<file path="src/rtl/core/fadd_pkg.sv">
package fadd_pkg;

   localparam logic [31:0] CANON_NAN = 32'h7FC0_0000;
   localparam logic [31:0] NEG_ZERO  = 32'h8000_0000;
   localparam logic [7:0]  EXP_MAX   = 8'd255;
   localparam logic [7:0]  EXP_TOP   = 8'd254;
   localparam logic [7:0]  MAX_GAP   = 8'd25;

   // Operands after the magnitude swap: w is the larger one.
   typedef struct packed {
      logic [31:0] w;
      logic [31:0] l;
   } pair_type;

endpackage

</file>
<file path="src/rtl/core/float32_adder_flush_to_zero.sv">
// Throughput: one word per cycle; the input register, the adder logic and the
// result register form a two-stage pipeline with stall on rsp_tready.
// Reset: synchronous, active high; clears the valid flags, payload untouched.
module float32_adder_flush_to_zero (
   input  logic        clock,
   input  logic        reset,
   input  logic        req_tvalid,
   output logic        req_tready,
   input  logic [63:0] req_tdata,   // operand_a [31:0], operand_b [63:32]
   output logic        rsp_tvalid,
   input  logic        rsp_tready,
   output logic [31:0] rsp_tdata    // sum_bits [31:0]
);

   logic               in_vld_ff, out_vld_ff;
   fadd_pkg::pair_type pair_ff, pair_in;
   logic [31:0]        sum_ff, sum_in;
   logic               adv_out, adv_in;

   // Pipeline moves whenever the next stage is free.
   assign adv_out    = !out_vld_ff || rsp_tready;
   assign adv_in     = !in_vld_ff || adv_out;
   assign req_tready = adv_in;
   assign rsp_tvalid = out_vld_ff;
   assign rsp_tdata  = sum_ff;

   // Order operands by magnitude ignoring sign; ties keep operand_a larger.
   always_comb begin
      if (req_tdata[30:0] >= req_tdata[62:32]) begin
         pair_in.w = req_tdata[31:0];
         pair_in.l = req_tdata[63:32];
      end else begin
         pair_in.w = req_tdata[63:32];
         pair_in.l = req_tdata[31:0];
      end
   end

   fadd_calc u_calc (
      .op       (pair_ff),
      .sum_bits (sum_in)
   );

   always_ff @(posedge clock) begin
      if (reset) begin
         in_vld_ff  <= 1'b0;
         out_vld_ff <= 1'b0;
      end else begin
         if (adv_in) in_vld_ff <= req_tvalid;
         if (adv_out) out_vld_ff <= in_vld_ff;
      end
   end

   always_ff @(posedge clock) begin
      if (adv_in) pair_ff <= pair_in;
      if (adv_out) sum_ff <= sum_in;
   end

endmodule

</file>
<file path="src/rtl/core/fadd_calc.sv">
// Combinational sum of an ordered operand pair.
module fadd_calc (
   input  fadd_pkg::pair_type op,
   output logic [31:0]        sum_bits
);

   logic        ws, ls;
   logic [7:0]  we, le, gap, cnt;
   logic [23:0] wm, lm;
   logic [25:0] al2, al1;
   logic [26:0] al1_full, al2_full;
   logic        st1, st2;
   logic [25:0] ts, tsr;
   logic [25:0] td;
   logic [25:0] tn, tl;
   logic [24:0] fr;
   logic [31:0] res;
   logic [7:0]  expo;
   logic [24:0] frac;

   always_comb begin
      ws  = op.w[31];
      ls  = op.l[31];
      we  = op.w[30:23];
      le  = op.l[30:23];
      wm  = {1'b1, op.w[22:0]};
      lm  = {1'b1, op.l[22:0]};
      gap = we - le;

      // Aligned smaller significand, with one and two extra low bits.
      al1_full = {2'b00, lm, 1'b0} >> gap[4:0];
      al2_full = {1'b0, lm, 2'b00} >> gap[4:0];
      al1 = al1_full[25:0];
      al2 = al2_full[25:0];
      st1 = (({2'b00, lm, 1'b0} & ((27'd1 << gap[4:0]) - 27'd1)) != 27'd0);
      st2 = (({1'b0, lm, 2'b00} & ((27'd1 << gap[4:0]) - 27'd1)) != 27'd0);

      ts  = {1'b0, wm, 1'b0} + al1;
      tsr = ts;
      td  = {wm, 2'b00} - al2;
      tn  = '0;
      tl  = '0;
      fr  = '0;
      cnt = '0;
      expo = we;
      frac = '0;
      res  = '0;

      // A carry out of the rounded fraction spills into the exponent's low bit.
      if (we == fadd_pkg::EXP_MAX) begin
         res = (le == fadd_pkg::EXP_MAX && ws != ls) ? fadd_pkg::CANON_NAN : op.w;
      end else if (le == 8'd0) begin
         if (we == 8'd0) res = (ws && ls) ? fadd_pkg::NEG_ZERO : 32'd0;
         else res = op.w;
      end else if (gap > fadd_pkg::MAX_GAP) begin
         res = op.w;
      end else begin
         if (ws == ls) begin
            // Same sign: add and round.
            if (ts[25]) begin
               frac = {1'b0, ts[25:2]} - 25'h80_0000;
               if (ts[1] && (ts[0] || ts[2] || st1)) frac = frac + 25'd1;
               expo = we + 8'd1;
            end else begin
               if (ts[0] && (ts[1] || st1)) tsr = ts + 26'd1;
               if (tsr[25]) begin
                  frac = {1'b0, tsr[25:2]} - 25'h80_0000;
                  expo = we + 8'd1;
               end else begin
                  frac = tsr[25:1] - 25'h80_0000;
                  expo = we;
               end
            end
            if (ts[25] && we == fadd_pkg::EXP_TOP)
               res = {ws, 8'hFF, 23'd0};
            else
               res = {ws, expo, 23'd0} | {8'd0, frac[23:0]};
         end else if (gap > 8'd1) begin
            // Far subtract: at most one position of normalization.
            if (td[25]) begin
               expo = we;
               frac = {1'b0, td[25:2]} - 25'h80_0000;
               if (td[1:0] == 2'b11 || (td[2:0] == 3'b110 && !st2))
                  frac = frac + 25'd1;
            end else begin
               fr = td[25:1];
               if (td[1:0] == 2'b11 && !st2) fr = fr + 25'd1;
               if (fr[24]) begin
                  frac = {1'b0, fr[24:1]} - 25'h80_0000;
                  expo = we;
               end else begin
                  frac = fr - 25'h80_0000;
                  expo = we - 8'd1;
               end
            end
            res = {ws, expo, 23'd0} | {8'd0, frac[23:0]};
         end else begin
            // Near subtract: gap 0 or 1, leading-zero normalization.
            tn = gap[0] ? ({1'b0, wm, 1'b0} - {2'b00, lm})
                        : ({2'b00, wm} - {2'b00, lm});
            for (int i = 0; i < 26; i++) begin
               if (tn[i]) cnt = 8'(gap[0] ? (24 - i) : (23 - i));
            end
            tl = tn << cnt[4:0];
            if (tn == 26'd0 || we < cnt + 8'd1) begin
               res = 32'd0;
            end else begin
               expo = we - cnt;
               if (cnt == 8'd0 && tl[1:0] == 2'b11)
                  frac = tl[25:1] + 25'd1 - 25'h80_0000;
               else
                  frac = (gap[0] ? tl[25:1] : tl[24:0]) - 25'h80_0000;
               res = {ws, expo, 23'd0} | {8'd0, frac[23:0]};
            end
         end
      end
      sum_bits = res;
   end

endmodule
</file>
<file path="config.mk">
export PLATFORM = sky130hd
export DESIGN_NAME = float32_adder_flush_to_zero
export DESIGN_NICKNAME = d
export VERILOG_FILES = /design/src/rtl/core/fadd_pkg.sv /design/src/rtl/core/float32_adder_flush_to_zero.sv /design/src/rtl/core/fadd_calc.sv
export SDC_FILE = /design/constraint.sdc
export NUM_CORES = 1
export LEC_CHECK = 0
export ABC_AREA = 1
export ABC_CLOCK_PERIOD_IN_PS = 8300
export BUFFER_PORTS_ARGS = -buffer_cell sky130_fd_sc_hd__buf_2
export CAP_MARGIN = 30
export CORE_ASPECT_RATIO = 1.5
export CORE_MARGIN = 10
export CORE_UTILIZATION = 50
export CTS_BUF_LIST = sky130_fd_sc_hd__clkbuf_4 sky130_fd_sc_hd__clkbuf_8
export DETAILED_ROUTE_END_ITERATION = 6
export GPL_TIMING_DRIVEN = 1
export PLACE_DENSITY = 0.67
export SETUP_SLACK_MARGIN = 0.5
export SLEW_MARGIN = 30
export SYNTH_ARGS = -nofsm -noshare
export SYNTH_HDL_FRONTEND = slang
export SYNTH_SLANG_ARGS = --single-unit
</file>
<file path="constraint.sdc">
create_clock -name clock -period 8.3 [get_ports clock]
set_input_delay 1.66 -clock clock [delete_from_list [all_inputs] [get_ports clock]]
set_output_delay 1.66 -clock clock [all_outputs]
set_load 0.03 [all_outputs]
</file>
==> metrics.md, run 1 <==
| Metric | Value |
|---|---|
| Reg2reg setup slack | `960 ps` |
| Total leakage power | `10.58 nW` |
| Pwr/cell area | `447.3 mW/mm²` |
| Worst Path Arrival | `7550 ps` |
| Setup crit start | `pair_ff[55]` |
| Final ANT Viol Nets | `0` |
| Synth-to-layout area growth | `7.002%` |
| CTS root buf | `clkbuf_8` |
| Syn Area/Cell | `5.928 µm²` |
| Vias per cell | `5.994` |
| H-tree Lvls | `3` |
| Latest clock arrival within the worst-skew pair | `440 ps` |
| Hold Vio Cnt, Final | `0` |
| CP max-delay cell | `edfxtp_1` |
| Final core occ | `0.5426` |
| Reg clk slew, reported paths | `120 ps` |
| Worst path most repeated cell | `nand2_1` |
| DRT iter0 DRCs | `2483` |
| Crit end category | `flop` |
| Final instance area | `0.02145 mm²` |
| Grt total ovfl | `0` |
| Fraction of layout cells with a size suffix above 1 | `0.09784` |
| Hold_buf cts | `0` |
| Sequential fraction of the synthesis area | `0.1458` |
| Count of cell types in the netlist | `79` |
| Boundary Pins | `102` |
| DP HPWL | `68710 µm` |
| Reg2reg path depth | `43` |
| Max-cap violations | `0` |
| CP Capture Point | `rsp_tdata[0]` |
| Syn. warnings | `0` |
| Post-Synth XOR/XNOR Area | `0.06322` |
| Synth Area in Simple Gates | `0.3649` |
| Fin. max-slew vios | `0` |
| Max Root-Sink Buffers | `2` |
| Unrepaired setup endpoints after global routing | `true` |
| Main combinational cell family by area after synthesis | `simple AND/OR/NAND/NOR gates` |
| Seq cells post-synth | `98` |
| FP Rows | `89` |
| Nets@finish | `3652` |
| Worst Skew | `18.03 ps` |
| Synth cell count leaders | `nand2_1 (796), inv_1 (423), nor2_1 (370), nand3_1 (324), a21oi_1 (277)` |
| VDD IR max | `0.2534 mV` |
| Synth Area in Adders | `0.1048` |
| Drt pass-1 iters | `7` |
| DIE WIDTH | `183.5 µm` |
| Post-Syn Area | `0.02005 mm²` |
| Ranking of synthesized cells by area | `nand2_1 (15%), edfxtp_1 (14%), ha_1 (10%)` |
| Routed via count | `23.53k` |
| Ys flop type | `edfxtp_1` |
| FF-to-FF End | `rsp_tdata[0]` |
| Post-detailed-routing wire length | `84920 µm` |
| Overall Global Routing Usage | `0.3362` |
| CTS buffer count | `9` |
| Largest net degree at the start of global routing | `85` |
| Post-synth EDFFs | `96` |
| Rel. slew slack | `0.3462` |
| Multiplexer share of the synthesized area | `0.003495` |
| Crit start category | `flop` |
| Worst r2r src | `pair_ff[55]` |
| CTS tree | `done` |
| Die H | `265.2 µm` |
| Worst-path maximum fanout | `13` |
| WL/cell | `21.64 µm` |
| Clock sink count | `98` |
| Post-Syn Nets | `3615` |
| First-pass GRT wire length | `127100 µm` |
| Min-delay worst type | `reg -> reg` |
| Core area | `0.03953 mm²` |
| Post-synthesis compound-gate area fraction | `0.1978` |
| Fmax | `136.2 MHz` |
| Status | `finished, final reports clean` |
| Initial antenna violation count | `1` |
| Global placement routability congestion | `1.072` |
| Port buffer count | `101` |
| Setup-failing EPs final | `0` |
| Setup TNS | `0 ps` |
| DP Area | `0.02090 mm²` |
| Async set-reset flop share out of synthesis | `0` |
| Initial core utilization | `0.5071` |
| Vias in the first global route | `22.06k` |
| Cells after Synth | `3382` |
| Die ar. | `0.04867 mm²` |
| Worst-Margin Slew | `977.3 ps` |
| Critical Path Max Stage Delay | `430 ps` |
| Tmin final | `7342 ps` |
| Period utilization | `0.8845` |
| CP required | `8510 ps` |
| Setup Crit Path Kind | `reg -> reg` |
| Drt drc | `0` |
| Yosys top cell area share | `0.1490` |
| Cell taking the most area after synthesis | `nand2_1` |
| Most frequent cell after synthesis | `nand2_1` |
-- registers in the layout, indices dropped and copies added, names as in the netlist --
signal      count
pair_ff        64
rsp_tdata      32
in_vld_ff       1
rsp_tvalid      1
-- power by group --
part | leakage, nW | switching, W | total [W] | internal, W
combinational | 9.44 | 0.00588 | 0.00835 | 0.00248
clock | 0.106 | 0.000223 | 0.000369 | 0.000145
sequential | 1.03 | 0.000174 | 0.000873 | 0.000699
total | 10.6 | 0.00627 | 0.00960 | 0.00332
-- worst min-delay path by stage --
stage / from / endpoint / depth (start not counted)
5_1_grt: in_vld_ff / rsp_tvalid / 2
2_1_floorplan: in_vld_ff / rsp_tvalid / 2
6_report: in_vld_ff / rsp_tvalid / 2
3_5_place_dp: in_vld_ff / rsp_tvalid / 2
3_3_place_gp: in_vld_ff / rsp_tvalid / 2
4_1_cts: in_vld_ff / rsp_tvalid / 2
-- final cells by class --
type / count / area, µm²
diodes: 1 / 2.502
clock buffers: 9 / 123.9
clock inverters: 7 / 87.58
fillers: 4128 / 18080
inverters: 456 / 1733
multi-input cells: 2694 / 14940
flip-flops and latches: 98 / 2923
well taps: 500 / 625.6
repair buffers: 157 / 1002
repair inverters: 3 / 17.52
-- placed cells by master, fill, tap and decap left out, types with 49 or more instances in the layout --
cell type  instances
a21oi_1          276
buf_2            101
edfxtp_1          96
ha_1             158
inv_1            417
nand2_1          795
nand3_1          321
nor2_1           368
o21ai_0          201
o21ai_1           49
xor2_1           118
-- repair_timing --
action / CTS / global route
cloned: 0 / 4
pin swaps: 0 / 10
resized for setup: 1 / 44
setup endpoints to repair: 4 / 31
buffers inserted: 0 / 10
-- per-layer routing --
layer	track usage	up-vias	part of all wire
met5	0	-	0
met1	0.3742	10875	0.37
met4	0.2617	0	0.088
li1	-	11295	-
met2	0.5618	1088	0.47
met3	0.05486	270	0.070
-- worst max-delay path: cells and delay by family, from the launching register on --
kind / cells / cell delay [ps]
compound gates: 9 / 1380
xor+xnor: 1 / 260
fa+ha+maj: 4 / 1100
buf+inv: 10 / 1180
flops: 1 / 430
simple gates: 19 / 2750
-- cell families (layout without fill, tap and decap cells) --
group	after synthesis	after routing
AO/OA/AOI/OAI	697	697
XOR/XNOR	143	143
adder cells (fa/ha/maj)	165	165
buffers and inverters	591	632
flip-flops	98	98
multiplexers	7	7
other	0	1
AND/OR/NAND/NOR	1681	1682
-- per-stage QoR --
stage / total power (W) / setup WS (ps) / cells / hold slack, ps
floorplan: 0.006583 / 1249 / 3382 / 424.6
global placement: 0.008788 / 578.4 / 3890 / 463.9
CTS: 0.009244 / 513.9 / 3909 / 493.6
detailed placement: 0.008844 / 465.8 / 3893 / 475.4
global route: 0.01041 / 449.0 / 3925 / 506.5
finish: 0.009596 / 958.4 / 3925 / 489.9
Power figures use the tool's default switching activity.
==> inputs of run 2 (changes only) <==
CORE_UTILIZATION = 36   (was 50)
PLACE_DENSITY = unset   (was 0.67)
==> run 2 against run 1 <==
Compared with the run above: largest cell class unchanged; hold slack lost 3.9 ps; highest routed layer unchanged; worst setup slack gained 97 ps; first-iteration DRC count shrank 22%; power shrank 3.5%; cell area grew 1.2%; clock skew grew 27 ps; sequential power shrank 0.6%; the flow now finishes with violations (DRC); die area grew 35%.
==> metrics.md, run 2 (synthesized netlist as in run 1, its figures left out) <==
| Metric | Value |
|---|---|
| Comb pwr share | `0.867 (-0.004)` |
| Flip-flop count of the largest register after layout | `64 (unchanged)` |
| Unrepaired setup endpoints after global routing | `false` |
| Reg clk slew, reported paths | `130 ps (about the same)` |
| Crit end category | `flop` |
| CP max-delay cell | `fa_1` |
| Final Instance Count excl. Fillers | `4132 (+5.3%)` |
| Critical Path Max Stage Delay | `510 ps (+80 ps)` |
| Setup Crit Path Kind | `reg -> reg` |
| Drt drc | `20 (+20)` |
| Hold Path Stages | `2 (unchanged)` |
| Status | `complete, but fails checks` |
| WP depth | `40 (-7.0%)` |
| Die ar. | `0.06572 mm² (+35%)` |
| Worst Skew | `45.42 ps (+27.39 ps)` |
| Grt total ovfl | `0 (unchanged)` |
| H-tree Lvls | `3 (unchanged)` |
| Final instance area | `0.02171 mm² (+1.2%)` |
| Synth-to-layout area growth | `8.269%` |
| Filler instances | `6167 (+49%)` |
| Inst Count DP | `4104 (+5.4%)` |
| Tmin final | `7245 ps (-96.97 ps)` |
| Hold Vio Cnt, Final | `0 (unchanged)` |
| Vias per cell | `5.434 (-9.3%)` |
| Fin. max-slew vios | `0 (unchanged)` |
| Worst path most repeated cell | `nand2_1` |
| Overall Global Routing Usage | `0.2410 (-0.09525)` |
| Seq. cell area | `0.002923 mm² (unchanged)` |
| Violated checks | `DRC` |
| Fraction of layout cells with a size suffix above 1 | `0.09898 (+0.001142)` |
| Sequential share of power | `0.094 (+0.003)` |
| Total Power | `0.009261 W (-3.5%)` |
| DIE WIDTH | `212.7 µm (+16%)` |
| CTS tree | `done` |
| Worst-path maximum fanout | `19 (+6)` |
| DRT iter0 DRCs | `1939 (-22%)` |
| Final core occ | `0.3953 (-0.1474)` |
| Boundary Pins | `102 (unchanged)` |
| CP required | `8510 ps (about the same)` |
| Final ANT Viol Nets | `0 (unchanged)` |
| WL/cell | `19.38 µm (-10%)` |
| Die H | `309.0 µm (+17%)` |
| Setup TNS | `0 ps (unchanged)` |
| Fmax | `138.0 MHz (+1.3%)` |
| Worst Path Arrival | `7450 ps (-100 ps)` |
| Min-delay worst type | `reg -> reg` |
| Port buffer count | `101 (unchanged)` |
| Core area | `0.05492 mm² (+39%)` |
| VDD IR max | `0.1517 mV (-40%)` |
| Total leakage power | `10.63 nW (+0.47%)` |
| Latest clock arrival within the worst-skew pair | `480 ps (+40 ps)` |
| Commonest cells after routing, fill and taps aside | `nand2_1 (794), inv_1 (420), nor2_1 (368), nand3_1 (322), a21oi_1 (277)` |
| Nets@finish | `3663 (+0.30%)` |
| Routed via count | `22.45k (-4.6%)` |
| Internal | `0.003345 W (+0.68%)` |
| Crit start category | `flop` |
| Global placement routability congestion | `1.006 (-6.2%)` |
| Rel. slew slack | `0.3776 (+0.03140)` |
| Vias in the first global route | `21.60k (-2.1%)` |
| Reg2reg path depth | `40 (-7.0%)` |
| Period utilization | `0.8729 (-0.01168)` |
| Drt pass-1 iters | `7 (unchanged)` |
| Setup-failing EPs final | `0 (unchanged)` |
| Sw Ratio | `0.6388 (-0.01492)` |
| Pwr/cell area | `426.7 mW/mm² (-4.6%)` |
| CTS root buf | `clkbuf_8` |
| First-pass GRT wire length | `122000 µm (-4.0%)` |
| Area of the multi-input gates | `0.01489 mm² (-0.28%)` |
| Worst-Margin Slew | `927.8 ps (-49.52 ps)` |
| Largest net degree at the start of global routing | `85 (unchanged)` |
| Reg with most FFs | `pair_ff` |
| Post-detailed-routing wire length | `80060 µm (-5.7%)` |
| FP Rows | `105 (+18%)` |
| DP Area | `0.02126 mm² (+1.7%)` |
| Psw | `0.005916 W (-5.7%)` |
| Max-cap violations | `0 (unchanged)` |
| WP buf/inv | `4 (-6)` |
| DP HPWL | `65290 µm (-5.0%)` |
| Clock power frac | `0.040 (+0.002)` |
| Clock sink count | `98 (unchanged)` |
| Leading cell type in the layout, fill and taps excluded | `nand2_1` |
| CP top delay family | `simple AND/OR/NAND/NOR gates` |
| Max Root-Sink Buffers | `2 (unchanged)` |
| CTS buffer count | `9 (unchanged)` |
| Initial antenna violation count | `2 (+1)` |
| Initial core utilization | `0.3651 (-0.1421)` |
==> run 2: changes by cell type in the layout (fill, tap and decap cells not counted), sizes merged <==
| cell | previous run | this run |
|---|---|---|
| clkinvlp | 6 | 2 |
| buf | 157 | 172 |
| clkinv | 8 | 7 |
| nor2 | 392 | 391 |
| inv | 451 | 453 |
| diode | 1 | 2 |
==> run 2: metrics by stage <==
| stage | hold slack, ps | worst slack [ps] |
|---|---|---|
| CTS | 486.5 | 679.9 |
| global placement | 473.3 | 798.6 |
| floorplan | 424.6 | 1249 |
| detailed placement | 472.0 | 641.1 |
| finish | 485.9 | 1055 |
| global route | 502.2 | 469.7 |
==> run 2: layer usage <==
layer  track usage  up-vias  part of all wire
li1              -    11309                 -
met1        0.2653    10184              0.39
met2        0.4151      754              0.48
met3       0.03148      206             0.051
met4        0.1809        0             0.077
met5             0        -                 0
==> run 2: area by class of cell <==
cell class,count,share of cell area
Tap cell,695,0.04006
Clock buffer,9,0.005707
Inverter,456,0.07914
Sequential cell,98,0.1347
Clock inverter,7,0.004323
Multi-Input combinational cell,2693,0.6862
Timing Repair Buffer,172,0.04969
Antenna cell,2,0.0002306
==> run 2: what timing repair did <==
action,in CTS,in global routing
endpoints found under the setup margin,0,31
gates resized for setup,0,28
buffers inserted,0,10
hold buffers,0,0
==> run 2: final timing paths <==
check | from | endpoint | slack, ps
max | pair_ff[55] | rsp_tdata[30] | 1060
min | in_vld_ff | rsp_tvalid | 490
max reg2reg | pair_ff[55] | rsp_tdata[30] | 1060
min reg2reg | in_vld_ff | rsp_tvalid | 490
==> run 2: worst reg2reg max path, delay by kind of cell (launching register included) <==
family / cells / cell delay (ps)
AOI/OAI and AO/OA: 11 / 2090
xor gates and xnor gates: 1 / 350
adders and majority gates: 3 / 1020
buffers and inverters: 4 / 540
DFF: 1 / 410
and+or+nand+nor: 21 / 2630
==> run 2: power by group through the flow <==
stage          clock [W]  combinational (W)  sequential [W]
2_1_floorplan          0            0.00565        0.000930
3_3_place_gp           0            0.00781        0.000884
3_5_place_dp           0            0.00778        0.000877
4_1_cts         0.000384            0.00782        0.000866
5_1_grt         0.000392            0.00895        0.000874
6_report        0.000366            0.00803        0.000868
